$ cat config.mk
export PLATFORM = sky130hd
export DESIGN_NAME = wosc_fifo
export DESIGN_NICKNAME = d
export VERILOG_FILES = /design/src/design/wosc_pkg.sv /design/src/design/wosc_fifo.sv
export SDC_FILE = /design/constraint.sdc
export NUM_CORES = 1
export LEC_CHECK = 0
export BUFFER_PORTS_ARGS = -buffer_cell sky130_fd_sc_hd__buf_2
export CELL_PAD_IN_SITES_DETAIL_PLACEMENT = 1
export CELL_PAD_IN_SITES_GLOBAL_PLACEMENT = 1
export CORE_MARGIN = 10
export CORE_UTILIZATION = 46
export CTS_CLUSTER_SIZE = 30
export DETAILED_ROUTE_END_ITERATION = 7
export GPL_TIMING_DRIVEN = 0
export HOLD_SLACK_MARGIN = 0.03
export PLACE_DENSITY = 0.87
export SYNTH_ARGS = -nofsm -noshare
export SYNTH_HDL_FRONTEND = slang
export SYNTH_SLANG_ARGS = --single-unit
$ cat constraint.sdc
create_clock -name clk -period 4.5 [get_ports clk]
set_input_delay 0.45 -clock clk [delete_from_list [all_inputs] [get_ports clk]]
set_output_delay 0.45 -clock clk [all_outputs]
set_load 0.005 [all_outputs]
$ cat src/design/wosc_pkg.sv
// Shared types, constants and helper functions of the water-over-sand row core.
package wosc_pkg;

  // Default row storage depth
  localparam int MAX_CELLS_DEF = 1024;
  // Depth of the command queue between the front and back ends
  localparam int QUEUE_DEPTH = 2;

  // Configuration port
  localparam int CFG_IDX_W  = 2;
  localparam int CFG_DATA_W = 17;

  typedef enum logic [CFG_IDX_W-1:0] {
    CFG_HEIGHT  = 2'd0,
    CFG_CELLS   = 2'd1,
    CFG_PASSES  = 2'd2,
    CFG_DAMPING = 2'd3
  } cfg_idx_t;

  // Register reset values
  localparam logic [11:0] HEIGHT_RST = 12'd768;
  localparam int          CELLS_RST  = 1024;
  localparam logic [7:0]  PASSES_RST = 8'd8;
  localparam logic [16:0] DAMP_RST   = 17'd65470;
  localparam logic [16:0] DAMP_ONE   = 17'd65536;

  // floor(h/3) for 12-bit h as (h * 2731) >> 13
  localparam logic [11:0] THIRD_RECIP = 12'd2731;
  localparam int          THIRD_SHIFT = 13;

  // Rounding constant for the Q1.16 damping product
  localparam logic signed [49:0] ROUND_HALF = 50'sd32768;
  localparam logic signed [49:0] SAT_HI     = 50'sd2147483647;
  localparam logic signed [49:0] SAT_LO     = -50'sd2147483648;

  typedef enum logic [1:0] {
    OP_INIT = 2'd0,
    OP_STEP = 2'd1,
    OP_READ = 2'd2,
    OP_PUSH = 2'd3
  } op_t;

  // Input transaction payload
  typedef struct packed {
    logic [1:0]  command;
    logic [9:0]  cell_index;
    logic [11:0] push_amount;
  } in_t;

  // Result transaction payload
  typedef struct packed {
    logic signed [31:0] water_level;
    logic signed [31:0] water_speed;
    logic [11:0]        sand_level;
  } out_t;

  // Classified command held in the queue
  typedef struct packed {
    op_t         op;
    logic [9:0]  cell_index;
    logic [11:0] push_amount;
    logic        in_row;
    logic        has_left;
    logic        has_right;
  } job_t;

  // Back-end sequencer states
  typedef enum logic [4:0] {
    S_IDLE,
    S_INIT,
    S_SP_RD0,
    S_SP_LD0,
    S_SP_RDN,
    S_SP_HALF,
    S_SP_SUM,
    S_SP_MUL,
    S_SP_WR,
    S_WA_RD,
    S_WA_WR,
    S_SD_RA,
    S_SD_RB,
    S_SD_RC,
    S_SD_RULE,
    S_SD_WA,
    S_SD_WB,
    S_SD_WC,
    S_RD_RD,
    S_RD_GET,
    S_PU_RC,
    S_PU_WC,
    S_PU_RL,
    S_PU_WL,
    S_PU_RR,
    S_PU_WR,
    S_DONE
  } back_state_t;

  typedef struct packed {
    logic [11:0] hi;
    logic [11:0] lo;
  } pair_t;

  typedef struct packed {
    logic [11:0] lft;
    logic [11:0] mid;
    logic [11:0] rgt;
  } trio_t;

  // Saturate a wide signed value to 32 bits
  function automatic logic signed [31:0] sat32(input logic signed [49:0] v);
    logic signed [31:0] r;
    if (v > SAT_HI) begin
      r = 32'sh7FFF_FFFF;
    end else if (v < SAT_LO) begin
      r = 32'sh8000_0000;
    end else begin
      r = v[31:0];
    end
    return r;
  endfunction

  // Move half the difference from hi to lo when it exceeds one
  function automatic pair_t move_half(input logic [11:0] hi, input logic [11:0] lo);
    pair_t       r;
    logic [11:0] half;
    r.hi = hi;
    r.lo = lo;
    half = (hi - lo) >> 1;
    if ({1'b0, hi} > ({1'b0, lo} + 13'd1)) begin
      r.hi = hi - half;
      r.lo = lo + half;
    end
    return r;
  endfunction

  // Four sand rules around one odd cell; rules toward the right neighbour
  // are skipped when that neighbour is the cell itself
  function automatic trio_t sand_relax(input trio_t t, input logic at_edge);
    trio_t r;
    pair_t p;
    r = t;
    p = move_half(r.lft, r.mid);
    r.lft = p.hi;
    r.mid = p.lo;
    if (!at_edge) begin
      p = move_half(r.rgt, r.mid);
      r.rgt = p.hi;
      r.mid = p.lo;
    end
    p = move_half(r.mid, r.lft);
    r.mid = p.hi;
    r.lft = p.lo;
    if (!at_edge) begin
      p = move_half(r.mid, r.rgt);
      r.mid = p.hi;
      r.rgt = p.lo;
    end
    return r;
  endfunction

endpackage

$ cat src/design/wosc_fifo.sv
// Command queue between the front and back ends.
module wosc_fifo #(
  parameter int DEPTH = wosc_pkg::QUEUE_DEPTH,
  localparam int PW = (DEPTH > 1) ? $clog2(DEPTH) : 1,
  localparam int CW = $clog2(DEPTH + 1)
) (
  input  logic            clk,
  input  logic            rst_n,
  input  logic            push,
  input  wosc_pkg::job_t  entry_in,
  input  logic            pop,
  output wosc_pkg::job_t  head,
  output logic            full,
  output logic            empty
);

  wosc_pkg::job_t slot_r [DEPTH];
  logic [PW-1:0]  wp_r, wp_nxt, rp_r, rp_nxt;
  logic [CW-1:0]  cnt_r, cnt_nxt;

  assign full  = cnt_r == CW'(DEPTH);
  assign empty = cnt_r == '0;
  assign head  = slot_r[rp_r];

  // Pointer and fill count update
  always_comb begin
    wp_nxt  = wp_r;
    rp_nxt  = rp_r;
    cnt_nxt = cnt_r;
    if (push) begin
      wp_nxt = (wp_r == PW'(DEPTH - 1)) ? '0 : wp_r + 1'b1;
    end
    if (pop) begin
      rp_nxt = (rp_r == PW'(DEPTH - 1)) ? '0 : rp_r + 1'b1;
    end
    if (push && !pop) begin
      cnt_nxt = cnt_r + 1'b1;
    end else if (pop && !push) begin
      cnt_nxt = cnt_r - 1'b1;
    end
  end

  always_ff @(posedge clk) begin
    if (!rst_n) begin
      wp_r  <= '0;
      rp_r  <= '0;
      cnt_r <= '0;
    end else begin
      wp_r  <= wp_nxt;
      rp_r  <= rp_nxt;
      cnt_r <= cnt_nxt;
    end
    if (push) begin
      slot_r[wp_r] <= entry_in;
    end
  end

  a_no_overflow: assert property (@(posedge clk) disable iff (!rst_n)
    !(push && full && !pop))
    else $error("queue written while full");
  a_no_underflow: assert property (@(posedge clk) disable iff (!rst_n)
    !(pop && empty))
    else $error("queue read while empty");
  a_count_bound: assert property (@(posedge clk) disable iff (!rst_n)
    32'(cnt_r) <= DEPTH)
    else $error("queue count beyond depth");

endmodule

* After elaboration in Yosys (flattened, before gate mapping)
Memories as Yosys holds them, arrays and structs flattened. A register that Yosys moved wholly into a read port is not among the register bits. Cells that the tools add are included.
Operators by class: mux-type cells 8, reduce and logical (&&, ||, !) cells 6, equality and inequality tests 1, add/sub/neg operators 4
Operators with widths (count):
- $mux 1 | 6
- $mux 2 | 2
- $add 1x1->1 const B | 2
- $add 2x1->2 const B | 1
- $eq 2x2->1 const B | 1
- $logic_and 1x1->1 | 2
- $logic_not 1->1 | 2
- $logic_not 2->1 | 1
- $reduce_bool 2->1 | 1
- $sub 2x1->2 const B | 1
Word-level totals: RAM bits 54, input port bits 31, word-level logic and storage cells 23, register bits 4, memories 1, output and inout port bits 29
Memories:
- slot_r | words 2, bits a word 27, read ports 1, clocked after memory_dff 1, write ports 1, line wosc_fifo.sv:17 | wosc_pkg::job_t slot_r [DEPTH];

* Depth between registers and ports, before layout
Gate-level depths: netlist (run 1).
depth in word-level cells 4, depth in mapped cells 5

* Least setup slack after synthesis (run 1)
Ideal clock, no wire load.
kind input to register, from input port push, to memory slot_r[0][0] in the netlist's numbering, enable pin, arrival time 1715 ps, path slack 2370 ps, required time 4085 ps, library setup time 415 ps, cell stages on the path 1, cells stage by stage nor2b_1
On the way: cells in the longest elaborated chain, start to end 2
Ends and longest elaborated chain:
- start, declared | line wosc_fifo.sv:9 | input logic push,
- $mux 1 | line wosc_fifo.sv:53 | if (push) begin
- $mux 1 (implied by the code) | line wosc_fifo.sv:54 | slot_r[wp_r] <= entry_in;
- end, declared | line wosc_fifo.sv:17
No other way between the ends.

==> results of run 1 <==
[metal layers]
metal / vias to the layer above / GRT usage [%]
met2: 41 / 22.4
met4: 0 / 6.75
li1: 548 / -
met1: 583 / 11.9
met5: - / 0
met3: 8 / 5.88
[path summary, 6_finish.rpt]
path	start	end	slack [ns]
min	entry_in[16]	slot_r[0][16]$_DFFE_PP_	0.31
max reg2reg	wp_r$_SDFFE_PN0P_	slot_r[1][19]$_DFFE_PP_	2.74
min reg2reg	cnt_r[1]$_SDFFE_PN0P_	cnt_r[1]$_SDFFE_PN0P_	0.52
max	flop	head[20]	2.46
[worst max-delay path, cell delays in order, from the launching register on]
cell and delay (ns):
dfxtp_1 0.30, buf_2 0.24, buf_4 0.23, mux2_2 0.36
buf_2 0.13
[placed cells by master, fill, tap and decap left out, drive strengths merged]
cell type,netlist,final
and2,4,4
nor2,1,1
o21a,1,1
xor2,2,2
ha,1,1
o21ai,1,1
edfxtp,54,54
clkbuf,0,9
nor2b,2,2
bufinv,0,2
and2b,1,1
a21boi,1,1
buf,3,63
xnor2,1,1
dfxtp,5,5
clkinv,0,5
mux2,27,27
inv,1,1
or3,1,1
[cell families (layout without fill, tap and decap cells)]
kind of cell | count (synthesis) | in the layout
XOR/XNOR | 3 | 3
flip-flops | 59 | 59
adder cells (fa/ha/maj) | 1 | 1
AND/OR/NAND/NOR | 9 | 9
buffers and inverters | 4 | 80
multiplexers | 27 | 27
AO/OA/AOI/OAI | 3 | 3
[layout make-up]
class | count | area, µm²
flip-flops and latches | 59 | 1720
fillers | 405 | 1700
multi-input cells | 43 | 422
repair buffers | 60 | 310
clock buffers | 9 | 124
clock inverters | 7 | 82.6
well taps | 52 | 65.1
plain buffers | 3 | 20.0
inverters | 1 | 3.75
[cell usage after synthesis (all sizes together)]
| master | instances |
|---|---|
| and2b | 1 |
| xnor2 | 1 |
| a21boi | 1 |
| inv | 1 |
| o21a | 1 |
| and2 | 4 |
| o21ai | 1 |
| buf | 3 |
| nor2 | 1 |
| or3 | 1 |
| mux2 | 27 |
| ha | 1 |
| edfxtp | 54 |
| xor2 | 2 |
| dfxtp | 5 |
| nor2b | 2 |
[per-stage QoR]
step                      worst slack (ns)  util (%)
after floorplan                       2.37         -
after global placement                1.61      56.8
after detailed placement              2.49      57.2
after CTS                             2.42      61.9
after global routing                  2.37      61.9
final                                 2.46      61.9
[power breakdown]
| group | internal [mW] | switching (mW) |
|---|---|---|
| registers | 0.632 | 0.0101 |
| logic | 0.0654 | 0.0585 |
| clock network | 0.305 | 0.196 |
| total | 1.00 | 0.265 |
[state kept, by name (all words and copies together) (netlist names), named ones only]
signal,flops
slot_r,54
cnt_r,2
rp_r,1
wp_r,1
==> summary.txt, run 1 <==
Outcome
  • Status: finished clean

Detailed routing
  • Highest metal used: met4
  • Initial DRT Pass Iterations: 4
  • Routed via count: 1180
  • Routed met1 length: 1.70 mm
  • Vias per cell: 5.04
  • Post-route ant nets: 0
  • Drc violations: 0
  • WL per Instance: 20.0 µm
  • Routed wl met3: 355 µm
  • Iter 0 DRT Violations: 42
  • Met2 routed WL: 2.54 mm
  • Routed WL: 4.67 mm

Yosys
  • Seq cells post-synth: 59
  • Post-synth top area share: 74.9%
  • Cell taking the most area after synthesis: edfxtp_1
  • Xor/xnor share of the synthesized area: 1.21%
  • Syn_area_per_cell: 20.4 µm²
  • Syn Nets: 138
  • Mux cell area share after synthesis: 14.0%
  • Simple-Gate Fraction of Synth Area: 2.60%
  • Synth area leaders: edfxtp_1 75%, mux2_2 14%, dfxtp_1 4.6%
  • Gate Count Post-Synth: 106
  • Yosys synthesis warning count: 0
  • Largest family of logic cells by synthesized area: multiplexers
  • Post-Syn Area: 2160 µm²
  • Post-synth cell types: 17
  • Compound-cell area share of the yosys netlist: 0.925%
  • Synth Area in Adders: 0.578%
  • Post-synthesis sequential area ratio: 79.5%

Setup path
  • Critical Path End Type: primary output
  • CP arrival: 1.59 ns
  • Crit start category: flop
  • R2R depth: 1
  • Worst EP required: 4.05 ns
  • Critical path type: flop to primary output
  • CP max FO: 10

Timing
  • Setup total negative slack: 0 ns
  • Final Setup Violations: 0
  • Endpoints failing hold: 0
  • Hold slack final: 0.313 ns
  • RSZ-0062 raised after global routing: false
  • Skew final: 0.00288 ns
  • Max_slew headroom: 15.0%
  • Min cycle time layout: 2.04 ns
  • Final Max Tran Viols: 0
  • Slew of the pin with the lowest slew margin: 1.27 ns
  • Final period util: 45.2%
  • Maximum operating frequency: 0.491 GHz

Die
  • Row count: 24
  • Die span in y: 88.6 µm
  • Ports: 60
  • Initial Util: 48.7%
  • Die area: 7850 µm²
  • Die X: 88.6 µm
  • CORE AREA: 4440 µm²

Clock network
  • Longest Clk Path Bufs: 2
  • # Post-CTS Setup Buffers: 0
  • Post-CTS sizing: 0
  • Reg clk slew, reported paths: 0.07 ns
  • Clock Latency Late Sink: 0.32 ns
  • CTS Sinks: 59
  • CTS Root Buffer Type: clkbuf_8
  • CTS tree: done
  • H-tree levels: 3
  • Num CTS Buffers: 9
  • CTS Hold Bufs: 0

Placed design
  • Placed cells: 218
  • PortBufs: 59
  • Dpl hpwl: 3.35 mm
  • DP Area: 2540 µm²
  • GPL Wtd Cong: 0.708

Cells and area
  • Final non-filler cell area: 2750 µm²
  • Final net count: 209
  • Layout Cells excl Fill: 234
  • Area delta synth->final: 27.0%
  • Antenna cells: 0
  • Share of cells above drive strength 1: 58.2%

Min path
  • Hold depth: 1
  • HP Class: primary input to flop

GRT
  • GRT Total Usage: 12.6%
  • Vias in the first global route: 1376
  • Largest net degree at the start of global routing: 28
  • Remaining Overflow, GRT: 0
  • First-pass GRT wire length: 7.18 mm
  • Initial antenna violation count: 0

Power and ir drop
  • Peak supply drop: 0.000346 V
  • Static Leakage: 1.07 nW
  • Overall Power: 1.27 mW
  • Pwr dens: 461 nW/µm²

Run
  • Max-cap violations: 0
No activity file was read; power rests on OpenSTA's default activity.
==> run 2, diff against run 1 <==
ABC_AREA = 1   (was unset)
CORE_UTILIZATION = 39   (was 46)
PLACE_DENSITY = 0.79   (was 0.87)
clock period = 1.7 ns   (was 4.5 ns; I/O delays follow)
==> summary.txt, run 2 <==
Outcome
  • Status: finished clean

GRT
  • Remaining Overflow, GRT: 0 (unchanged)
  • First-pass GRT wire length: 7.27 mm (+1.3%)
  • Largest net degree at the start of global routing: 28 (unchanged)
  • GRT Total Usage: 10.8% (-1.9 points)
  • Vias in the first global route: 1449 (+5.3%)
  • Initial antenna violation count: 0 (unchanged)

Timing
  • Final Setup Violations: 0 (unchanged)
  • Slew of the pin with the lowest slew margin: 0.613 ns (-0.662 ns)
  • Final period util: 92.7%
  • Fin worst setup slack: 0.124 ns (-2.34 ns)
  • RSZ-0062 raised after global routing: false
  • Final Max Tran Viols: 0 (unchanged)
  • Maximum operating frequency: 0.635 GHz
  • Setup total negative slack: 0 ns (unchanged)
  • Min cycle time layout: 1.58 ns
  • Max_slew headroom: 59.1% (+44 points)
  • Endpoints failing hold: 0 (unchanged)
  • Skew final: 0.00630 ns (+0.00343 ns)

Die
  • Ports: 60 (unchanged)
  • Die X: 96.5 µm (+8.9%)
  • Die span in y: 96.5 µm (+8.9%)
  • CORE AREA: 5570 µm² (+25%)
  • Row count: 27 (+13%)
  • Die area: 9300 µm² (+19%)
  • Initial Util: 40.9% (-7.8 points)

Placed design
  • Placed cells: 251 (+15%)
  • DP Area: 2680 µm² (+5.5%)
  • Pre-CTS WS: 0.0565 ns (-2.43 ns)
  • GPL Wtd Cong: 0.690 (-2.5%)
  • Dpl hpwl: 3.45 mm (+3.0%)
  • PortBufs: 59 (unchanged)

Power and ir drop
  • Switching power: 0.668 mW (+150%)
  • Flop pwr share: 55.8% (+5.1 points)
  • Clk pwr share: 31.9% (-7.6 points)
  • Static Leakage: 1.22 nW (+14%)
  • P_int: 2.38 mW (+140%)
  • Switching share of power: 21.9% (+1.0 points)
  • Peak supply drop: 0.000516 V (+49%)
  • Comb power frac: 12.3% (+2.5 points)
  • Pwr dens: 1010 nW/µm² (+120%)

Cells and area
  • Layout Cells excl Fill: 284 (+21%)
  • Final net count: 241 (+15%)
  • Area delta synth->final: 32.6%
  • Commonest non-fill, non-tap cells in the layout: 59 x buf_2, 54 x edfxtp_1, 20 x mux2_4
  • Fillers: 544 (+34%)
  • Register area: 1720 µm² (unchanged)
  • Final non-filler cell area: 3020 µm² (+10%)
  • Registers with the most flip-flops: slot_r: 54 flops, cnt_r: 2 flops
  • Most flop-heavy register: slot_r
  • Multi-input gate area: 479 µm² (+14%)
  • Largest register FFs: 54 (unchanged)
  • Antenna cells: 0 (unchanged)
  • Share of cells above drive strength 1: 48.1% (-10 points)
  • Commonest non-fill, non-tap cell in the layout: buf_2

Yosys
  • Largest family of logic cells by synthesized area: multiplexers
  • Post-Syn Area: 2280 µm² (+5.3%)
  • Post-synthesis sequential area ratio: 75.5% (-4.0 points)
  • Cell taking the most area after synthesis: edfxtp_1
  • Xor/xnor share of the synthesized area: 0% (-1.2 points)
  • Seq cells post-synth: 59 (unchanged)
  • Post-synth cell types: 14 (-3)
  • Post-synth EDFFs: 54 (unchanged)
  • Simple-Gate Fraction of Synth Area: 3.29% (+0.69 points)
  • FFs w/ async S/R, synth: 0% (unchanged)
  • Cell with the most instances after synthesis: edfxtp_1
  • Gate Count Post-Synth: 119 (+12%)
  • Top FF cell, synth: edfxtp_1
  • Mux cell area share after synthesis: 16.6% (+2.6 points)
  • Post-synth top area share: 71.1% (-3.8 points)
  • Syn Nets: 151 (+9.4%)
  • Most frequent cells after synthesis: 54 x edfxtp_1, 20 x mux2_4, 9 x nor2_1
  • Synth Area in Adders: 0.549% (-0.029 points)
  • Syn_area_per_cell: 19.2 µm² (-6.2%)
  • Compound-cell area share of the yosys netlist: 0.439% (-0.49 points)
  • Synth area leaders: edfxtp_1 71%, mux2_4 13%, dfxtp_1 4.4%
  • Yosys synthesis warning count: 0 (unchanged)

Min path
  • HP Class: primary input to flop

Clock network
  • CTS tree: done
  • Reg clk slew, reported paths: 0.06 ns (about the same)
  • CTS Sinks: 59 (unchanged)
  • CTS Root Buffer Type: clkbuf_8
  • Num CTS Buffers: 9 (unchanged)
  • Longest Clk Path Bufs: 2 (unchanged)
  • H-tree levels: 3 (unchanged)
  • Clock Latency Late Sink: 0.32 ns (about the same)
  • # Post-CTS Setup Buffers: 0 (unchanged)

Setup path
  • Worst EP required: 1.53 ns (-2.52 ns)
  • CP arrival: 1.41 ns (-0.18 ns)
  • Critical path type: flop to primary output
  • Reg2reg setup slack: 0.29 ns (-2.45 ns)
  • Worst r2r src: wp_r$_SDFFE_PN0P_
  • CP max FO: 10 (unchanged)
  • Critical R2R Capture: slot_r[1][13]$_DFFE_PP_
  • Crit path to: head[2]
  • Crit start category: flop
  • Critical Path End Type: primary output
  • R2R depth: 2 (+1)

Run
  • Max-cap violations: 0 (unchanged)

Detailed routing
  • Drc violations: 0 (unchanged)
  • Iter 0 DRT Violations: 42 (unchanged)
  • Vias per cell: 4.63 (-8.2%)
  • WL per Instance: 17.0 µm (-15%)
  • Routed WL: 4.84 mm (+3.6%)
  • Initial DRT Pass Iterations: 4 (unchanged)
  • Routed via count: 1314 (+11%)
  • Post-route ant nets: 0 (unchanged)
## run 2: changes by cell type in the layout (fill, tap and decap cells not counted), sizes merged, moves of 2 or more
cell / delta
dlygate4sd3: +19
and2: -4
bufinv: -2
nor2: +8
nor2b: -2
nand2: +8
inv: +6
xor2: -2
clkinvlp: +2
## run 2: cell families (layout without fill, tap and decap cells)
family	after synthesis	in the layout
flip-flops	59	59
multiplexers	27	27
AND/OR/NAND/NOR	19	19
buffers and inverters	11	104
AO/OA/AOI/OAI	2	2
adder cells (fa/ha/maj)	1	1
## run 2: metal layers
layer,GRT usage [%],up-vias,routed length (µm)
li1,-,620,-
met1,10.0,639,1720
met2,19.3,45,2570
met3,3.78,10,422
met4,7.38,0,122
met5,0,-,0
## run 2: through the flow
step	hold WS, ns	utilization, %	power (mW)
final	0.0435	54.2	3.04
after global routing	0.0355	54.2	3.19
after CTS	0.0304	54.2	3.09
after detailed placement	0.361	48.1	2.08
after global placement	0.357	47.9	2.05
after floorplan	0.269	-	1.92
## run 2: cell type report
type | count | share of cell area, %
clock inverter | 5 | 0.745
clock buffer | 9 | 4.10
tap | 72 | 2.98
timing repair buffer | 79 | 16.6
multi-input combinational | 49 | 15.9
buffer | 3 | 1.70
inverter | 8 | 1.12
sequential | 59 | 57.0
## run 2: how the worst min path moves through the flow
stage	startpoint	cells after the start	endpoint	slack, ns
after floorplan	entry_in[0]	0	slot_r[0][0]$_DFFE_PP_	0.27
after global placement	entry_in[24]	1	slot_r[1][24]$_DFFE_PP_	0.36
after detailed placement	entry_in[6]	1	slot_r[1][6]$_DFFE_PP_	0.36
after CTS	entry_in[24]	1	slot_r[0][24]$_DFFE_PP_	0.03
after global routing	entry_in[3]	1	slot_r[1][3]$_DFFE_PP_	0.04
final	entry_in[13]	1	slot_r[0][13]$_DFFE_PP_	0.04
## run 2: power groups by stage
stage	registers, mW	logic, mW	clock network (mW)
final	1.70	0.375	0.970
after global placement	1.72	0.328	0
after floorplan	1.72	0.195	0
after global routing	1.71	0.415	1.07
after CTS	1.70	0.384	1.01
after detailed placement	1.73	0.347	0
## run 2: worst max-delay path, cell delays in order (launching register included)
cell,delay [ns]
dfxtp_1,0.32
buf_6,0.16
buf_12,0.16
mux2_4,0.31
buf_2,0.13
## run 2: timing repair
| item | CTS | global route |
|---|---|---|
| endpoints found under the setup margin | 0 | 27 |
| resized for setup | 0 | 1 |
| hold buffers | 19 | 0 |
| endpoints found under the hold margin | 35 | 0 |
==> run 3, diff against run 2 <==
PLACE_DENSITY = unset   (was 0.79)
PLACE_DENSITY_LB_ADDON = 0.1   (was unset)
==> summary.txt, run 3 (synthesis gave the netlist of run 2 again) <==
Setup path
  • CP arrival: 1.40 ns (about the same)
  • Critical path's top delay family: buffers and inverters
  • Crit start category: flop
  • Max stage delay on crit path: 0.32 ns (about the same)
  • Worst EP required: 1.53 ns (about the same)
  • Worst path depth: 4 (unchanged)
  • Reg2reg setup slack: 0.26 ns (-0.03 ns)
  • CP Cell Sequence: buf_6, buf_12, mux2_4, buf_2
  • CP max FO: 10 (unchanged)
  • Critical path type: flop to primary output
  • Critical Path End Type: primary output
  • Worst r2r src: wp_r$_SDFFE_PN0P_
  • Crit path buffers/inverters: 3 (unchanged)
  • R2R depth: 2 (unchanged)
  • Slowest CP cell: dfxtp_1

Placed design
  • Dpl hpwl: 3.22 mm (-6.5%)
  • Pre-CTS WS: 0.0233 ns (-0.0332 ns)
  • PortBufs: 59 (unchanged)
  • GPL Wtd Cong: 0.693 (+0.38%)
  • DP Area: 2700 µm² (+0.47%)

Detailed routing
  • WL per Instance: 15.3 µm (-10%)
  • Routed via count: 1313 (-0.076%)
  • Post-route ant nets: 0 (unchanged)
  • Vias per cell: 4.56 (-1.5%)
  • Initial DRT Pass Iterations: 4 (unchanged)
  • Routed WL: 4.41 mm (-8.8%)
  • Iter 0 DRT Violations: 30 (-29%)
  • Drc violations: 0 (unchanged)

Cells and area
  • Fillers: 556 (+2.2%)
  • Commonest non-fill, non-tap cell in the layout: buf_2
  • Registers with the most flip-flops: slot_r: 54 flops, cnt_r: 2 flops
  • Final non-filler cell area: 3070 µm² (+1.5%)
  • Commonest non-fill, non-tap cells in the layout: 59 x buf_2, 54 x edfxtp_1, 22 x dlygate4sd3_1
  • Final Util: 55.1% (+0.83 points)
  • Antenna cells: 0 (unchanged)
  • Final net count: 244 (+1.2%)
  • Most flop-heavy register: slot_r
  • Largest register FFs: 54 (unchanged)
  • Area delta synth->final: 34.6%
  • Share of cells above drive strength 1: 48.1% (about the same)

Die
  • Die span in y: 96.5 µm (unchanged)
  • CORE AREA: 5570 µm² (unchanged)
  • Initial Util: 40.9% (unchanged)
  • Ports: 60 (unchanged)
  • Row count: 27 (unchanged)
  • Die X: 96.5 µm (unchanged)
  • Die area: 9300 µm² (unchanged)

Timing
  • Final Setup Violations: 0 (unchanged)
  • Final period util: 92.1% (-0.55 points)
  • Hold slack final: 0.0457 ns (+0.00218 ns)
  • Final Max Tran Viols: 0 (unchanged)
  • Max_slew headroom: 54.6% (-4.5 points)
  • Skew final: 0.00444 ns (-0.00186 ns)
  • Maximum operating frequency: 0.638 GHz (+0.60%)
  • Slew of the pin with the lowest slew margin: 0.681 ns (+0.0681 ns)
  • Fin worst setup slack: 0.134 ns (+0.00939 ns)
  • Min cycle time layout: 1.57 ns (-0.00939 ns)
  • RSZ-0062 raised after global routing: false
  • Endpoints failing hold: 0 (unchanged)

Min path
  • HP Class: primary input to flop
  • HP Start: entry_in[3]
  • Hold depth: 1 (unchanged)

GRT
  • Vias in the first global route: 1505 (+3.9%)
  • Met2 usage: 17.1% (-2.2 points)
  • Met1 Usage GRT: 10.5% (+0.52 points)
  • First-pass GRT wire length: 7.11 mm (-2.3%)
  • Largest net degree at the start of global routing: 28 (unchanged)
  • GRT Total Usage: 10.3% (-0.50 points)
  • Remaining Overflow, GRT: 0 (unchanged)
  • Initial antenna violation count: 0 (unchanged)
  • Met3 Resource Use GR: 4.63% (+0.85 points)
  • Most used routing layer: met2

Power and ir drop
  • Pwr dens: 998 nW/µm² (-0.91%)
  • Peak supply drop: 0.000495 V (-3.9%)
  • Static Leakage: 1.25 nW (+2.2%)

Clock network
  • Clock Latency Late Sink: 0.32 ns (about the same)
  • Num CTS Buffers: 9 (unchanged)
  • H-tree levels: 3 (unchanged)
  • # Post-CTS Setup Buffers: 0 (unchanged)
  • CTS Root Buffer Type: clkbuf_8
  • CTS Sinks: 59 (unchanged)
  • Reg clk slew, reported paths: 0.06 ns (about the same)
  • CTS tree: done
  • Longest Clk Path Bufs: 2 (unchanged)

Run
  • Max-cap violations: 0 (unchanged)

Outcome
  • Status: finished clean
[run 3: changes by cell type in the layout (fill, tap and decap cells not counted)]
cell,previous run,this run
buf_16,0,1
clkinvlp_4,2,1
buf_8,1,0
clkinv_1,4,1
clkbuf_1,0,2
clkinv_2,0,3
dlygate4sd3_1,19,22
[run 3: cell type report]
| cell class | count | area, µm² | area share (%) |
|---|---|---|---|
| Inverter | 8 | 33.8 | 1.10 |
| Timing Repair Buffer | 82 | 543 | 17.7 |
| Clock inverter | 4 | 18.8 | 0.611 |
| Multi-Input combinational cell | 49 | 479 | 15.6 |
| Buffer | 3 | 51.3 | 1.67 |
| Sequential cell | 59 | 1720 | 56.1 |
| Clock buffer | 11 | 131 | 4.28 |
| Tap cell | 72 | 90.1 | 2.94 |
[run 3: worst paths after layout]
check	end
worst max-delay path	head[19]
worst min-delay path	slot_r[0][3]$_DFFE_PP_
worst max register to register	slot_r[0][3]$_DFFE_PP_
worst min register to register	flop
[run 3: per-layer routing]
metal  share of wire (%)  up-vias  routed length (µm)
li1                    -      625                   -
met1                  37      635                1640
met2                  51       45                2230
met3                  11        8                 468
met4                 1.7        0                  73
met5                   0        -                   0
[run 3: power by group]
group          total (mW)  internal (mW)  switching [mW]
Sequential           1.70           1.67          0.0256
Clock               0.982          0.507           0.475
Combinational       0.381          0.220           0.161
Total                3.06           2.40           0.661
[run 3: stage by stage]
stage	power, mW	TNS [ns]	std cells
finish	3.06	0	288
global route	3.20	0	288
CTS	3.11	0	288
detailed placement	2.08	0	251
global placement	2.05	-4.09	250
floorplan	1.92	0	119
[run 3: worst register-to-register path, cell delays in order, from the launching register on]
cell,delay [ns]
dfxtp_1,0.34
nor2_2,0.56
buf_16,0.23
[run 3: timing repair]
item | CTS | global route
gates resized for setup | 0 | 1
endpoints found under the setup margin | 0 | 27
endpoints found under the hold margin | 42 | 0
hold buffers | 22 | 0
