### config.mk
export PLATFORM = sky130hd
export DESIGN_NAME = wosc_front
export DESIGN_NICKNAME = d
export VERILOG_FILES = /design/src/design/wosc_pkg.sv /design/src/design/wosc_front.sv
export SDC_FILE = /design/constraint.sdc
export NUM_CORES = 1
export LEC_CHECK = 0
export BUFFER_PORTS_ARGS = -buffer_cell sky130_fd_sc_hd__buf_4
export CAP_MARGIN = 5
export CORE_MARGIN = 1
export CORE_UTILIZATION = 50
export DETAILED_ROUTE_END_ITERATION = 10
export HOLD_SLACK_MARGIN = 0.1
export PLACE_DENSITY = 0.92
export SLEW_MARGIN = 20
export SYNTH_ARGS = -nofsm -noshare
export SYNTH_HDL_FRONTEND = slang
export SYNTH_SLANG_ARGS = --single-unit
### constraint.sdc
create_clock -name clk -period 6.45 [get_ports clk]
set_input_delay 0.645 -clock clk [delete_from_list [all_inputs] [get_ports clk]]
set_output_delay 0.645 -clock clk [all_outputs]
set_load 0.01 [all_outputs]
### src/design/wosc_pkg.sv
// Shared types, constants and helper functions of the water-over-sand row core.
package wosc_pkg;

  // Default row storage depth
  localparam int MAX_CELLS_DEF = 1024;
  // Depth of the command queue between the front and back ends
  localparam int QUEUE_DEPTH = 2;

  // Configuration port
  localparam int CFG_IDX_W  = 2;
  localparam int CFG_DATA_W = 17;

  typedef enum logic [CFG_IDX_W-1:0] {
    CFG_HEIGHT  = 2'd0,
    CFG_CELLS   = 2'd1,
    CFG_PASSES  = 2'd2,
    CFG_DAMPING = 2'd3
  } cfg_idx_t;

  // Register reset values
  localparam logic [11:0] HEIGHT_RST = 12'd768;
  localparam int          CELLS_RST  = 1024;
  localparam logic [7:0]  PASSES_RST = 8'd8;
  localparam logic [16:0] DAMP_RST   = 17'd65470;
  localparam logic [16:0] DAMP_ONE   = 17'd65536;

  // floor(h/3) for 12-bit h as (h * 2731) >> 13
  localparam logic [11:0] THIRD_RECIP = 12'd2731;
  localparam int          THIRD_SHIFT = 13;

  // Rounding constant for the Q1.16 damping product
  localparam logic signed [49:0] ROUND_HALF = 50'sd32768;
  localparam logic signed [49:0] SAT_HI     = 50'sd2147483647;
  localparam logic signed [49:0] SAT_LO     = -50'sd2147483648;

  typedef enum logic [1:0] {
    OP_INIT = 2'd0,
    OP_STEP = 2'd1,
    OP_READ = 2'd2,
    OP_PUSH = 2'd3
  } op_t;

  // Input transaction payload
  typedef struct packed {
    logic [1:0]  command;
    logic [9:0]  cell_index;
    logic [11:0] push_amount;
  } in_t;

  // Result transaction payload
  typedef struct packed {
    logic signed [31:0] water_level;
    logic signed [31:0] water_speed;
    logic [11:0]        sand_level;
  } out_t;

  // Classified command held in the queue
  typedef struct packed {
    op_t         op;
    logic [9:0]  cell_index;
    logic [11:0] push_amount;
    logic        in_row;
    logic        has_left;
    logic        has_right;
  } job_t;

  // Back-end sequencer states
  typedef enum logic [4:0] {
    S_IDLE,
    S_INIT,
    S_SP_RD0,
    S_SP_LD0,
    S_SP_RDN,
    S_SP_HALF,
    S_SP_SUM,
    S_SP_MUL,
    S_SP_WR,
    S_WA_RD,
    S_WA_WR,
    S_SD_RA,
    S_SD_RB,
    S_SD_RC,
    S_SD_RULE,
    S_SD_WA,
    S_SD_WB,
    S_SD_WC,
    S_RD_RD,
    S_RD_GET,
    S_PU_RC,
    S_PU_WC,
    S_PU_RL,
    S_PU_WL,
    S_PU_RR,
    S_PU_WR,
    S_DONE
  } back_state_t;

  typedef struct packed {
    logic [11:0] hi;
    logic [11:0] lo;
  } pair_t;

  typedef struct packed {
    logic [11:0] lft;
    logic [11:0] mid;
    logic [11:0] rgt;
  } trio_t;

  // Saturate a wide signed value to 32 bits
  function automatic logic signed [31:0] sat32(input logic signed [49:0] v);
    logic signed [31:0] r;
    if (v > SAT_HI) begin
      r = 32'sh7FFF_FFFF;
    end else if (v < SAT_LO) begin
      r = 32'sh8000_0000;
    end else begin
      r = v[31:0];
    end
    return r;
  endfunction

  // Move half the difference from hi to lo when it exceeds one
  function automatic pair_t move_half(input logic [11:0] hi, input logic [11:0] lo);
    pair_t       r;
    logic [11:0] half;
    r.hi = hi;
    r.lo = lo;
    half = (hi - lo) >> 1;
    if ({1'b0, hi} > ({1'b0, lo} + 13'd1)) begin
      r.hi = hi - half;
      r.lo = lo + half;
    end
    return r;
  endfunction

  // Four sand rules around one odd cell; rules toward the right neighbour
  // are skipped when that neighbour is the cell itself
  function automatic trio_t sand_relax(input trio_t t, input logic at_edge);
    trio_t r;
    pair_t p;
    r = t;
    p = move_half(r.lft, r.mid);
    r.lft = p.hi;
    r.mid = p.lo;
    if (!at_edge) begin
      p = move_half(r.rgt, r.mid);
      r.rgt = p.hi;
      r.mid = p.lo;
    end
    p = move_half(r.mid, r.lft);
    r.mid = p.hi;
    r.lft = p.lo;
    if (!at_edge) begin
      p = move_half(r.mid, r.rgt);
      r.mid = p.hi;
      r.rgt = p.lo;
    end
    return r;
  endfunction

endpackage

### src/design/wosc_front.sv
// Front end: takes input transactions, classifies them and hands them to the queue.
module wosc_front #(
  parameter int MAX_CELLS = wosc_pkg::MAX_CELLS_DEF,
  localparam int NW = $clog2(MAX_CELLS + 1)
) (
  input  logic            clk,
  input  logic            rst_n,
  input  logic            in_valid,
  output logic            in_stall,
  input  wosc_pkg::in_t   in_data,
  input  logic [NW-1:0]   n,
  input  logic            q_full,
  output logic            q_push,
  output wosc_pkg::job_t  q_entry
);

  logic           valid_r, valid_nxt;
  wosc_pkg::job_t entry_r, entry_nxt;
  logic           accept;

  assign in_stall = valid_r && q_full;
  assign accept   = in_valid && !in_stall;
  assign q_push   = valid_r && !q_full;
  assign q_entry  = entry_r;

  // Classify: row membership of the cell and of its neighbours
  always_comb begin
    valid_nxt = valid_r;
    entry_nxt = entry_r;
    if (q_push) begin
      valid_nxt = 1'b0;
    end
    if (accept) begin
      valid_nxt             = 1'b1;
      entry_nxt.op          = wosc_pkg::op_t'(in_data.command);
      entry_nxt.cell_index  = in_data.cell_index;
      entry_nxt.push_amount = in_data.push_amount;
      entry_nxt.in_row      = 32'(in_data.cell_index) < 32'(n);
      entry_nxt.has_left    = in_data.cell_index != 10'd0;
      entry_nxt.has_right   = (32'(in_data.cell_index) + 32'd1) < 32'(n);
    end
  end

  always_ff @(posedge clk) begin
    if (!rst_n) begin
      valid_r <= 1'b0;
    end else begin
      valid_r <= valid_nxt;
    end
    entry_r <= entry_nxt;
  end

endmodule

* Word-level counts from Yosys, hierarchy flattened
Index checks and enable logic that the tools add are counted.
** Operators by class
- Muxes and demuxes :: 2
- Bitwise gates (word level) :: 0
- Equal/unequal tests :: 0
- $mul :: 0
- Add/sub/neg operators :: 1
- Shift operators :: 0
- Magnitude comparators :: 2
- Divide/modulo/power cells :: 0
- Reduce and logical (&&, ||, !) cells :: 7
** Operators by type and width (count)
- adder 10 x 1 -> 11 bit (second input constant) :: 1
- < comparator 10 x 11 -> 1 bit :: 1
- < comparator 11 bit :: 1
- nonzero test 10 bit :: 1
- logical AND 1 bit :: 3
- zero test 1 bit :: 2
- two-way mux 1 bit :: 2
- nonzero test 2 bit :: 1
** Word-level totals
- Memories :: 0
- Bits of input ports :: 39
- Flip-flop bits (word level) :: 28
- Memory bits (read-only) :: 0
- Memory bits (writable) :: 0
- Output and inout bits :: 29
- Logic and storage cells :: 19
- Bits in latches :: 0

* Logic depth before layout (Yosys ltp)
Gate-level depths: netlist of the first run.
- Depth after elaboration :: 4
- Mapped depth :: 9
- Mapped depth without buffers :: 9

* Worst setup path before layout of the first run
No wires, ideal clock.
- Path type :: input to register
- Start point :: input port q_full
- End point :: register entry_r (netlist bit q_entry[0]), enable pin
- Path slack :: 3947 ps
- Required time :: 6036 ps
- Path buffers :: 0
- Library setup time :: 414 ps
- Arrival time :: 2089 ps
- Cell stages on the path :: 2
- Cells stage by stage :: and2_1 > nor2b_1
** Between the ends
- Word-level cells in the longest chain between the ends :: 3
** RTL lines
- start, declared :: RTL line wosc_front.sv:12 : input logic q_full,
- logical AND 1 bit :: RTL line wosc_front.sv:21 : assign in_stall = valid_r && q_full;
- zero test 1 bit :: RTL line wosc_front.sv:22 : assign accept = in_valid && !in_stall;
- logical AND 1 bit :: RTL line wosc_front.sv:22
- named net accept :: RTL line wosc_front.sv:19 : logic accept;
- end signal, assigned :: RTL line wosc_front.sv:50 : entry_r <= entry_nxt;
- end, declared :: RTL line wosc_front.sv:18 : wosc_pkg::job_t entry_r, entry_nxt;
The timed path passes the listed nets, and every way through them passes these cells.
A chain may end at the register's enable or synchronous reset.

* Worst setup path after layout of the first run
- Start point :: input port in_data[12] (netlist name)
- End point :: register entry_r (netlist bit q_entry[0]), data pin
** Between the ends
- Word-level cells in the longest chain between the ends :: 2
** RTL lines
- start, declared :: RTL line wosc_front.sv:10 : input wosc_pkg::in_t in_data,
- adder 10 x 1 -> 11 bit :: RTL line wosc_front.sv:40 : entry_nxt.has_right = (32'(in_data.cell_index) + 32'd1) < 32'(n);
- < comparator 11 bit :: RTL line wosc_front.sv:40
Every way passes these cells.

==> reports/qor.csv, run 1 <==
stage,metric,value,unit
critical_path,cp_cell_sequence,buf_4 > ha_1 > nand2_1 > or3_1 > xnor2_1 > ha_1 > a21oi_1 > o21a_1 > o21ai_0 > a221oi_1,
cells_and_area,diodes,0,
clock_network,insertion_delay,0.32,ns
clock_network,root_buffer,clkbuf_4,
sta,max_clock_freq,0.4230,GHz
route,firstDrtPassIters,4,
critical_path,max_stage_delay,0.37,ns
clock_network,cts_hold_buf,0,
power_and_ir_drop,ir_drop,0.0002010,V
sta,setup_viol,0,
yosys,yosys_warnings,0,
placement,dpl.hpwl,2513,um
global_routing,overflow,0,
yosys,synth_seq_cells,28,
yosys,syn_area,1489,um^2
cells_and_area,area_growth,40.59,%
global_routing,groute.usage.overall,0.2031,
cells_and_area,drive_gt1_frac,0.3968,
sta,hold_viol_final,0,
critical_path,cpMostUsedCell,ha_1,
clock_network,post-cts-setup-buffers,0,
sta,slew_headroom,0.7684,
clock_network,clockBufferDepth,2,
yosys,synth_top_area_frac,0.5445,
clock_network,clock_sinks,28,
yosys,synth_edf_count,27,
route,wire_per_inst,14.05,um
floorplanning,coreArea,2781,um^2
clock_network,cts.clk_slew.worst_paths,0.14,ns
yosys,synth_top_cells_by_area,"edfxtp_1 (54%), ha_1 (18%), inv_1 (3.8%)",
clock_network,cts_tree,yes,
global_routing,grt_antenna_before_repair,0,
placement,gp_congestion,0.8119,
floorplanning,die_h,56.57,um
global_routing,grt_pass1_vias,1083,
yosys,synth_seq_area_share,0.5580,
yosys,synthesis.nets,177,
critical_path,path_class,input port to flip-flop,
clock_network,cts_made_buffers,3,
yosys,ys_types,27,
placement,dpl_cell_area,2041,um^2
yosys,synthArstFlopShare,0,
yosys,syn_area_per_cell,12.73,um^2
yosys,synthCells,117,
sta,tightestPinTransition,0.3447,ns
cells_and_area,nNetsFinal,250,
outcome,status,completed,
floorplanning,start_util,0.5353,
route,drt_wl_total,3092,um
job,cap_violations,0,
route,drtAntennaViolNets,0,
clock_network,htree_levels,1,
route,route.detailed.drc,0,
critical_path,crit_required,6.59,ns
floorplanning,dieArea,3200,um^2
cells_and_area,fin_area,2093,um^2
power_and_ir_drop,powerDensity,196.2,nW/um^2
sta,rsz0062_at_grt,false,
floorplanning,die_w,56.57,um
sta,setup_tns,0,ns
worst_hold_path,hold_class,input port to flip-flop,
critical_path,arrival,2.51,ns
floorplanning,pin_count,68,
route,vias,1159,
cells_and_area,n_fill_cell,180,
yosys,yosys.area.top_type,edfxtp_1,
global_routing,grt_max_degree,28,
global_routing,grt_pass1_wl,4892,um
route,first_iter_violations,16,
sta,fin_crit_sh,0.3665,
power_and_ir_drop,p_leak,0.0009876,uW
sta,whs,0.4821,ns
critical_path,path_max_fanout,6,
route,viasPerCell,5.268,
placement,port_buffers,67,
critical_path,critPathLaunchType,input port,
critical_path,slowest_stage,or3_1,
sta,finalMaxSlewViolations,0,
sta,period_needed,2.364,ns
critical_path,reg2reg_slack,5.20,ns
yosys,synth_flop_cell,edfxtp_1,
sta,fin_skew,0.005649,ns
critical_path,worst_setup_path_end_kind,flip-flop,
floorplanning,rows,19,
clock_network,post_cts_resized,0,
synth_stat cells, types with 3 or more instances:
| library cell | count |
|---|---|
| a21o_1 | 4 |
| a21oi_1 | 5 |
| edfxtp_1 | 27 |
| ha_1 | 21 |
| inv_1 | 15 |
| nand2_1 | 5 |
| nand3_1 | 5 |
| nor2_1 | 3 |
| nor2b_1 | 3 |
| o21ai_0 | 3 |
| xnor2_1 | 6 |
through the flow:
| step | utilization | total power (uW) | setup WS (ns) | std cells |
|---|---|---|---|---|
| 2_1_floorplan | - | 256.3 | 3.947 | 117 |
| 3_3_place_gp | 0.7337 | 299.3 | 3.868 | 216 |
| 3_5_place_dp | 0.7337 | 302.8 | 3.748 | 216 |
| 4_1_cts | 0.7526 | 413.7 | 4.077 | 220 |
| 5_1_grt | 0.7526 | 427.4 | 3.967 | 220 |
| 6_report | 0.7526 | 410.7 | 4.086 | 220 |
cell type report:
class / count / area [um^2] / share of cell area
clock buffer: 3 / 22.52 / 0.01076
clock inverter: 1 / 30.03 / 0.01435
inverter: 15 / 56.30 / 0.02690
multi-input combinational: 74 / 604.3 / 0.2887
sequential: 28 / 830.8 / 0.3969
tap: 31 / 38.79 / 0.01853
timing repair buffer: 68 / 510.5 / 0.2439
routing by layer:
metal	routed length (um)	up-vias	track usage
met2	1442	59	0.3328
met1	1324	518	0.2542
li1	-	576	-
met4	55	0	0.1010
met3	270	6	0.04147
met5	0	-	0
worst paths after layout:
| kind | start | cells past startpoint | to |
|---|---|---|---|
| hold / removal | in_data[0] | 1 | q_entry[3] |
| setup / recovery | in_data[12] | 10 | q_entry[0] |
| hold reg to reg | valid_r | 2 | valid_r |
| setup reg to reg | valid_r | 3 | q_entry[8] |
flip-flops by register name (all words and copies together) (netlist names):
| signal | flops |
|---|---|
| q_entry | 27 |
| valid_r | 1 |
where the power goes:
part / total (uW) / switching [uW] / leakage (uW) / internal (uW)
clock network: 112 / 49.6 / 0.0000279 / 62.9
registers: 214 / 2.85 / 0.000266 / 212
logic: 83.7 / 39.7 / 0.000694 / 44.0
kinds of logic (layout without fill, tap and decap cells):
| group | after synthesis | in the layout | share of synthesized area |
|---|---|---|---|
| xor gates and xnor gates | 8 | 8 | 0.04706 |
| and+or+nand+nor | 26 | 26 | 0.09917 |
| adders and majority gates | 21 | 21 | 0.1765 |
| DFF | 28 | 28 | 0.5580 |
| AOI/OAI and AO/OA | 19 | 19 | 0.08151 |
| buffers and inverters | 15 | 87 | 0.03781 |
worst max-delay path: cells and delay by family:
kind	cells	cell delay, ns
AO/OA/AOI/OAI	4	0.63
adder cells (fa/ha/maj)	2	0.48
AND/OR/NAND/NOR	2	0.46
XOR/XNOR	1	0.18
buffers and inverters	1	0.12
placed cells by master, fill, tap and decap left out:
cell and n:
buf_4 68, edfxtp_1 27, ha_1 21, inv_1 15, xnor2_1 6, nand3_1 5
nand2_1 5, a21oi_1 5, a21o_1 4, nor2_1 3, o21ai_0 3, clkbuf_4 3
nor2b_1 2, nand4_1 2, a31oi_1 2, xor2_1 2, o21a_1 2, and2_1 1
nor2b_2 1, nand3_2 1, nor4_1 1, or3_1 1, o22ai_1 1, o31a_1 1
nor3_1 1, and3_1 1, nor4_2 1, and4_1 1, a221oi_1 1, bufinv_16 1
dfxtp_1 1
Power figures use the tool's default switching activity.
==> inputs of run 2 (changes only) <==
--- a/config.mk
+++ b/config.mk
@@ -8,10 +8,10 @@
 export BUFFER_PORTS_ARGS = -buffer_cell sky130_fd_sc_hd__buf_4
 export CAP_MARGIN = 5
 export CORE_MARGIN = 1
-export CORE_UTILIZATION = 50
+export CORE_UTILIZATION = 42
 export DETAILED_ROUTE_END_ITERATION = 10
 export HOLD_SLACK_MARGIN = 0.1
-export PLACE_DENSITY = 0.92
+export PLACE_DENSITY = 0.83
 export SLEW_MARGIN = 20
 export SYNTH_ARGS = -nofsm -noshare
 export SYNTH_HDL_FRONTEND = slang
==> constraint.sdc (replaced) <==
create_clock -name clk -period 1.95 [get_ports clk]
set_input_delay 0.195 -clock clk [delete_from_list [all_inputs] [get_ports clk]]
set_output_delay 0.195 -clock clk [all_outputs]
set_load 0.01 [all_outputs]
==> run 2 against run 1 <==
Setup slack got worse by 3.9 ns. Worst hold slack worse by 0.29 ns. Sequential cell count stayed put. Combinational power increased to 3.9 times the previous value. Largest cell class unchanged. Largest power group unchanged.
==> reports/qor.csv, run 2 (same netlist as run 1, synthesis figures left out) <==
stage,metric,value,unit,change
outcome,status,completed,,
floorplanning,die_h,61.54,um,+8.8%
critical_path,r2r-start,valid_r,,
global_routing,grt_pass1_vias,1236,,+14%
critical_path,cp_cell_sequence,buf_4 > ha_1 > nand2_1 > or3_1 > xnor2_1 > ha_1 > a21oi_1 > o21a_1 > o21ai_0 > a221oi_1,,
critical_path,cpMostUsedCell,ha_1,,
floorplanning,rows,21,,+2
sta,hold_viol_final,0,,unchanged
critical_path,cp-startpoint,in_data[12],,
floorplanning,die_w,61.54,um,+8.8%
sta,setup_tns,0,ns,unchanged
placement,dpl_worst_slack,-0.1717,ns,-3.920 ns
critical_path,arrival,1.93,ns,-0.58 ns
cells_and_area,multiInputGateArea,604.3,um^2,unchanged
cells_and_area,fin_area,2361,um^2,+13%
critical_path,worst_setup_path_end_kind,flip-flop,,
route,viasPerCell,4.856,,-7.8%
critical_path,max_stage_delay,0.36,ns,about the same
critical_path,reg2regPathDepth,3,,unchanged
cells_and_area,seqCellArea,830.8,um^2,unchanged
sta,period_needed,1.791,ns,
clock_network,insertion_delay,0.31,ns,about the same
cells_and_area,diodes,0,,unchanged
placement,port_buffers,67,,unchanged
sta,finalMaxSlewViolations,0,,unchanged
sta,setup_viol,0,,unchanged
cells_and_area,largest_reg_flops,27,,unchanged
clock_network,post_cts_resized,0,,unchanged
global_routing,grt_antenna_before_repair,0,,unchanged
clock_network,cts_made_buffers,3,,unchanged
critical_path,path_class,input port to flip-flop,,
power_and_ir_drop,powerDensity,552.9,nW/um^2,+180%
cells_and_area,nNetsFinal,279,,+12%
sta,tightestPinTransition,0.3264,ns,-0.01831 ns
clock_network,htree_levels,1,,unchanged
clock_network,clock_sinks,28,,unchanged
global_routing,overflow,0,,unchanged
cells_and_area,n_fill_cell,235,,+31%
placement,dpl_cell_area,2135,um^2,+4.6%
clock_network,root_buffer,clkbuf_4,,
clock_network,cts_tree,yes,,
sta,fin_skew,0.001532,ns,-0.004117 ns
global_routing,grt_pass1_wl,5437,um,+11%
placement,gp_congestion,0.8771,,+8.0%
floorplanning,pin_count,68,,unchanged
cells_and_area,layout_commonest_cell,buf_4,,
route,first_iter_violations,49,,+33
sta,max_clock_freq,0.5585,GHz,
global_routing,grt_max_degree,28,,unchanged
sta,rsz0062_at_grt,false,,
sta,fin_crit_sh,0.9182,,
route,drt_wl_total,3739,um,+21%
cells_and_area,drive_gt1_frac,0.3899,,-0.006917
critical_path,reg2reg_slack,0.64,ns,-4.56 ns
worst_hold_path,hold_class,input port to flip-flop,,
job,cap_violations,0,,unchanged
critical_path,crit_required,2.09,ns,-4.50 ns
route,vias,1282,,+11%
placement,dpl.hpwl,2706,um,+7.7%
power_and_ir_drop,power,1305,uW,+220%
sta,slew_headroom,0.7824,,+0.01398
power_and_ir_drop,p_leak,0.001109,uW,+12%
power_and_ir_drop,ir_drop,0.0002699,V,+34%
floorplanning,coreArea,3363,um^2,+21%
cells_and_area,mostFrequentLayoutCells,"buf_4 (78), edfxtp_1 (27), ha_1 (21), dlygate4sd3_1 (19), inv_1 (15)",,
critical_path,r2r-end,valid_r,,
clock_network,clockBufferDepth,2,,unchanged
critical_path,critPathLaunchType,input port,,
clock_network,cts.clk_slew.worst_paths,0.14,ns,about the same
route,wire_per_inst,14.16,um,+0.77%
floorplanning,start_util,0.4427,,-0.09260
critical_path,crit_end,q_entry[0],,
route,route.detailed.drc,0,,unchanged
route,firstDrtPassIters,4,,unchanged
global_routing,groute.usage.overall,0.1990,,-0.004031
cells_and_area,area_growth,58.57,%,
floorplanning,dieArea,3787,um^2,+18%
critical_path,slowest_stage,or3_1,,
sta,finalWorstSetupSlack,0.1595,ns,-3.927 ns
critical_path,path_max_fanout,3,,-3
route,drtAntennaViolNets,0,,unchanged
-- run 2: stage by stage --
| step | hold WS (ns) | util | cells |
|---|---|---|---|
| CTS | 0.1021 | 0.6961 | 262 |
| floorplan | 0.2939 | - | 117 |
| detailed placement | 0.3749 | 0.6347 | 241 |
| global placement | 0.3741 | 0.6347 | 241 |
| finish | 0.1920 | 0.7020 | 264 |
| global route | 0.1773 | 0.7020 | 264 |
-- run 2: worst min path at each step --
stage	from	end	slack [ns]	depth (start not counted)
finish	in_data[13]	q_entry[16]	0.19	2
global route	in_data[13]	q_entry[16]	0.18	2
CTS	in_data[21]	q_entry[24]	0.10	1
detailed placement	in_data[1]	q_entry[4]	0.37	1
global placement	in_data[10]	q_entry[13]	0.37	1
floorplan	in_data[7]	q_entry[10]	0.29	0
-- run 2: worst max-delay path: cells and delay by family --
kind	cells	cell delay, ns
compound gates	4	0.60
fa+ha+maj	2	0.47
buf+inv	1	0.09
simple gates	2	0.44
xor+xnor	1	0.14
-- run 2: final cells by class --
type	count	area share
clock buffer	4	0.01537
inverter	15	0.02385
multi-input combinational	74	0.2560
sequential	28	0.3519
tap	46	0.02438
timing repair buffer	97	0.3286
-- run 2: repair_timing --
action,CTS,global route
hold buffers,17,2
endpoints found under the setup margin,0,0
hold endpoints to repair,16,2
buffers inserted,0,0
-- run 2: routing by layer --
metal | wire length [um] | track usage | up-vias
met5 | 0 | 0 | -
met2 | 1875 | 0.3763 | 69
met3 | 306 | 0.02521 | 2
met1 | 1533 | 0.2339 | 581
li1 | - | - | 630
met4 | 23 | 0.05714 | 0
-- run 2: where the power goes --
part           switching [uW]  total [uW]  internal, uW  leakage [uW]
clock network             152         265           114     0.0000210
logic                     146         329           183      0.000822
registers                10.7         711           700      0.000266
total                     308        1310           997       0.00111
==> inputs of run 3 (changes only) <==
--- a/config.mk
+++ b/config.mk
@@ -12,6 +12,7 @@
 export DETAILED_ROUTE_END_ITERATION = 10
 export HOLD_SLACK_MARGIN = 0.1
 export PLACE_DENSITY = 0.83
+export SETUP_SLACK_MARGIN = 0.5
 export SLEW_MARGIN = 20
 export SYNTH_ARGS = -nofsm -noshare
 export SYNTH_HDL_FRONTEND = slang
==> run 3 against run 2 <==
Critical path type unchanged. Critical endpoint unchanged. Largest power group unchanged. Fmax grew 7.0%. First-iteration DRC count shrank 20%. Register-to-register slack lost 0.06 ns. Via count grew 1.1%. Utilization grew 3.1 points.
==> reports/qor.csv, run 3 (same netlist as run 1, synthesis figures left out) <==
stage,metric,value,unit,change
route,route.detailed.drc,0,,unchanged
global_routing,grt_antenna_before_repair,0,,unchanged
critical_path,path_class,input port to flip-flop,,
power_and_ir_drop,ir_drop,0.0002662,V,-1.4%
clock_network,root_buffer,clkbuf_4,,
critical_path,reg2regPathDepth,3,,unchanged
sta,period_needed,1.673,ns,-0.1176 ns
cells_and_area,nNetsFinal,282,,+1.1%
route,firstDrtPassIters,4,,unchanged
critical_path,path_max_fanout,3,,unchanged
cells_and_area,area_growth,65.63,%,
cells_and_area,fin_cells,267,,+1.1%
worst_hold_path,min_from,in_data[13],,
cells_and_area,n_fill_cell,250,,+6.4%
clock_network,insertion_delay,0.31,ns,about the same
clock_network,cts_tree,yes,,
sta,hold_viol_final,0,,unchanged
sta,finalMaxSlewViolations,0,,unchanged
sta,tightestPinTransition,0.3047,ns,-0.02170 ns
sta,max_clock_freq,0.5977,GHz,+7.0%
route,vias,1296,,+1.1%
global_routing,grt_pass1_vias,1276,,+3.2%
critical_path,r2r-start,valid_r,,
critical_path,arrival,1.83,ns,-0.10 ns
worst_hold_path,worstHoldPathCells,2,,unchanged
power_and_ir_drop,powerDensity,525.4,nW/um^2,-5.0%
floorplanning,rows,21,,unchanged
sta,slew_headroom,0.7964,,+0.01404
clock_network,cts_made_buffers,3,,unchanged
cells_and_area,drive_gt1_frac,0.4344,,+0.04448
floorplanning,pin_count,68,,unchanged
sta,fin_crit_sh,0.8579,,-0.06029
cells_and_area,fin_area,2466,um^2,+4.5%
critical_path,max_stage_delay,0.40,ns,+0.04 ns
cells_and_area,diodes,0,,unchanged
job,cap_violations,0,,unchanged
floorplanning,start_util,0.4427,,unchanged
clock_network,post-cts-setup-buffers,0,,unchanged
worst_hold_path,hold_class,input port to flip-flop,,
route,drtAntennaViolNets,0,,unchanged
placement,dpl_cell_area,2197,um^2,+2.9%
cells_and_area,mostFrequentLayoutCells,"buf_4 (79), edfxtp_1 (27), ha_1 (19), dlygate4sd3_1 (18), inv_1 (15)",,
clock_network,clockBufferDepth,2,,unchanged
cells_and_area,final_util,0.7333,,+0.03125
global_routing,grt_pass1_wl,5388,um,-0.90%
critical_path,crit_required,2.10,ns,about the same
floorplanning,die_h,61.54,um,unchanged
placement,dpl.hpwl,2736,um,+1.1%
route,drt_wl_total,3656,um,-2.2%
route,first_iter_violations,39,,-20%
floorplanning,dieArea,3787,um^2,unchanged
critical_path,worst_setup_path_end_kind,flip-flop,,
floorplanning,coreArea,3363,um^2,unchanged
critical_path,r2r-end,valid_r,,
power_and_ir_drop,p_leak,0.001144,uW,+3.1%
floorplanning,die_w,61.54,um,unchanged
clock_network,htree_levels,1,,unchanged
critical_path,critPathLaunchType,input port,,
placement,port_buffers,67,,unchanged
sta,rsz0062_at_grt,true,,
global_routing,overflow,0,,unchanged
clock_network,cts.clk_slew.worst_paths,0.13,ns,about the same
critical_path,cp_cell_sequence,buf_8 > ha_4 > nand2_2 > or3_4 > xnor2_4 > ha_4 > a21oi_2 > o21a_1 > o21ai_1 > a221oi_2,,
sta,setup_tns,0,ns,unchanged
route,viasPerCell,4.854,,about the same
worst_hold_path,hold_end,q_entry[16],,
placement,dp.cells,245,,+1.7%
global_routing,groute.usage.overall,0.1971,,-0.001941
placement,gp_congestion,0.7798,,-11%
critical_path,reg2reg_slack,0.58,ns,-0.06 ns
outcome,status,completed,,
sta,setup_viol,0,,unchanged
cells_and_area,largest_reg_flops,27,,unchanged
clock_network,clock_sinks,28,,unchanged
cells_and_area,layout_commonest_cell,buf_4,,
sta,fin_skew,0.0009195,ns,-0.0006125 ns
global_routing,grt_max_degree,20,,-29%
critical_path,slowest_stage,or3_4,,
route,wire_per_inst,13.69,um,-3.3%
critical_path,cpMostUsedCell,ha_4,,
## run 3: timing repair
action                                 CTS  global route
resized for setup                        5             5
pin swaps                                6             0
endpoints found under the hold margin   17             0
setup endpoints to repair                1             1
hold buffers                            18             0
gates cloned                             0             0
## run 3: worst max-delay path: cells and delay by family
| kind | cells | cell delay, ns |
|---|---|---|
| simple gates | 2 | 0.45 |
| buf+inv | 1 | 0.08 |
| compound gates | 4 | 0.56 |
| fa+ha+maj | 2 | 0.37 |
| xor+xnor | 1 | 0.18 |
## run 3: stage by stage
| step | power, uW | setup slack (ns) | hold slack, ns |
|---|---|---|---|
| global placement | 1018 | -0.09055 | 0.3739 |
| floorplan | 850.5 | 0.06953 | 0.2939 |
| CTS | 1296 | 0.2259 | 0.1663 |
| finish | 1296 | 0.2770 | 0.1817 |
| global route | 1368 | 0.2277 | 0.1604 |
| detailed placement | 1033 | -0.1933 | 0.3751 |
## run 3: how the worst max path moves through the flow
stage / startpoint / cells after the start / slack, ns / to
floorplan: in_data[13] / 9 / 0.07 / q_entry[0]
global placement: in_data[13] / 10 / -0.09 / q_entry[0]
detailed placement: in_data[13] / 10 / -0.19 / q_entry[0]
CTS: in_data[12] / 10 / 0.23 / q_entry[0]
global route: in_data[12] / 10 / 0.23 / q_entry[0]
finish: in_data[12] / 10 / 0.28 / q_entry[0]
## run 3: cell type report
type / instances / area [um^2] / share of cell area
Tap cell: 46 / 57.56 / 0.02334
Inverter: 15 / 56.30 / 0.02283
Multi-Input combinational cell: 74 / 675.6 / 0.2740
Timing Repair Buffer: 100 / 819.5 / 0.3323
Sequential cell: 28 / 830.8 / 0.3369
Clock buffer: 4 / 26.28 / 0.01065
## run 3: power by group
part,switching [uW],leakage (uW),internal (uW),total (uW)
sequential,9.71,0.000266,700,710
combinational,156,0.000863,202,358
clock,148,0.0000150,79.8,228
total,314,0.00114,982,1300
## run 3: layer usage
layer | vias up | wire length (um) | GRT usage
li1 | 640 | - | -
met1 | 608 | 1379 | 0.2077
met2 | 44 | 2121 | 0.3994
met3 | 4 | 111 | 0.008403
met4 | 0 | 44 | 0.08254
met5 | - | 0 | 0
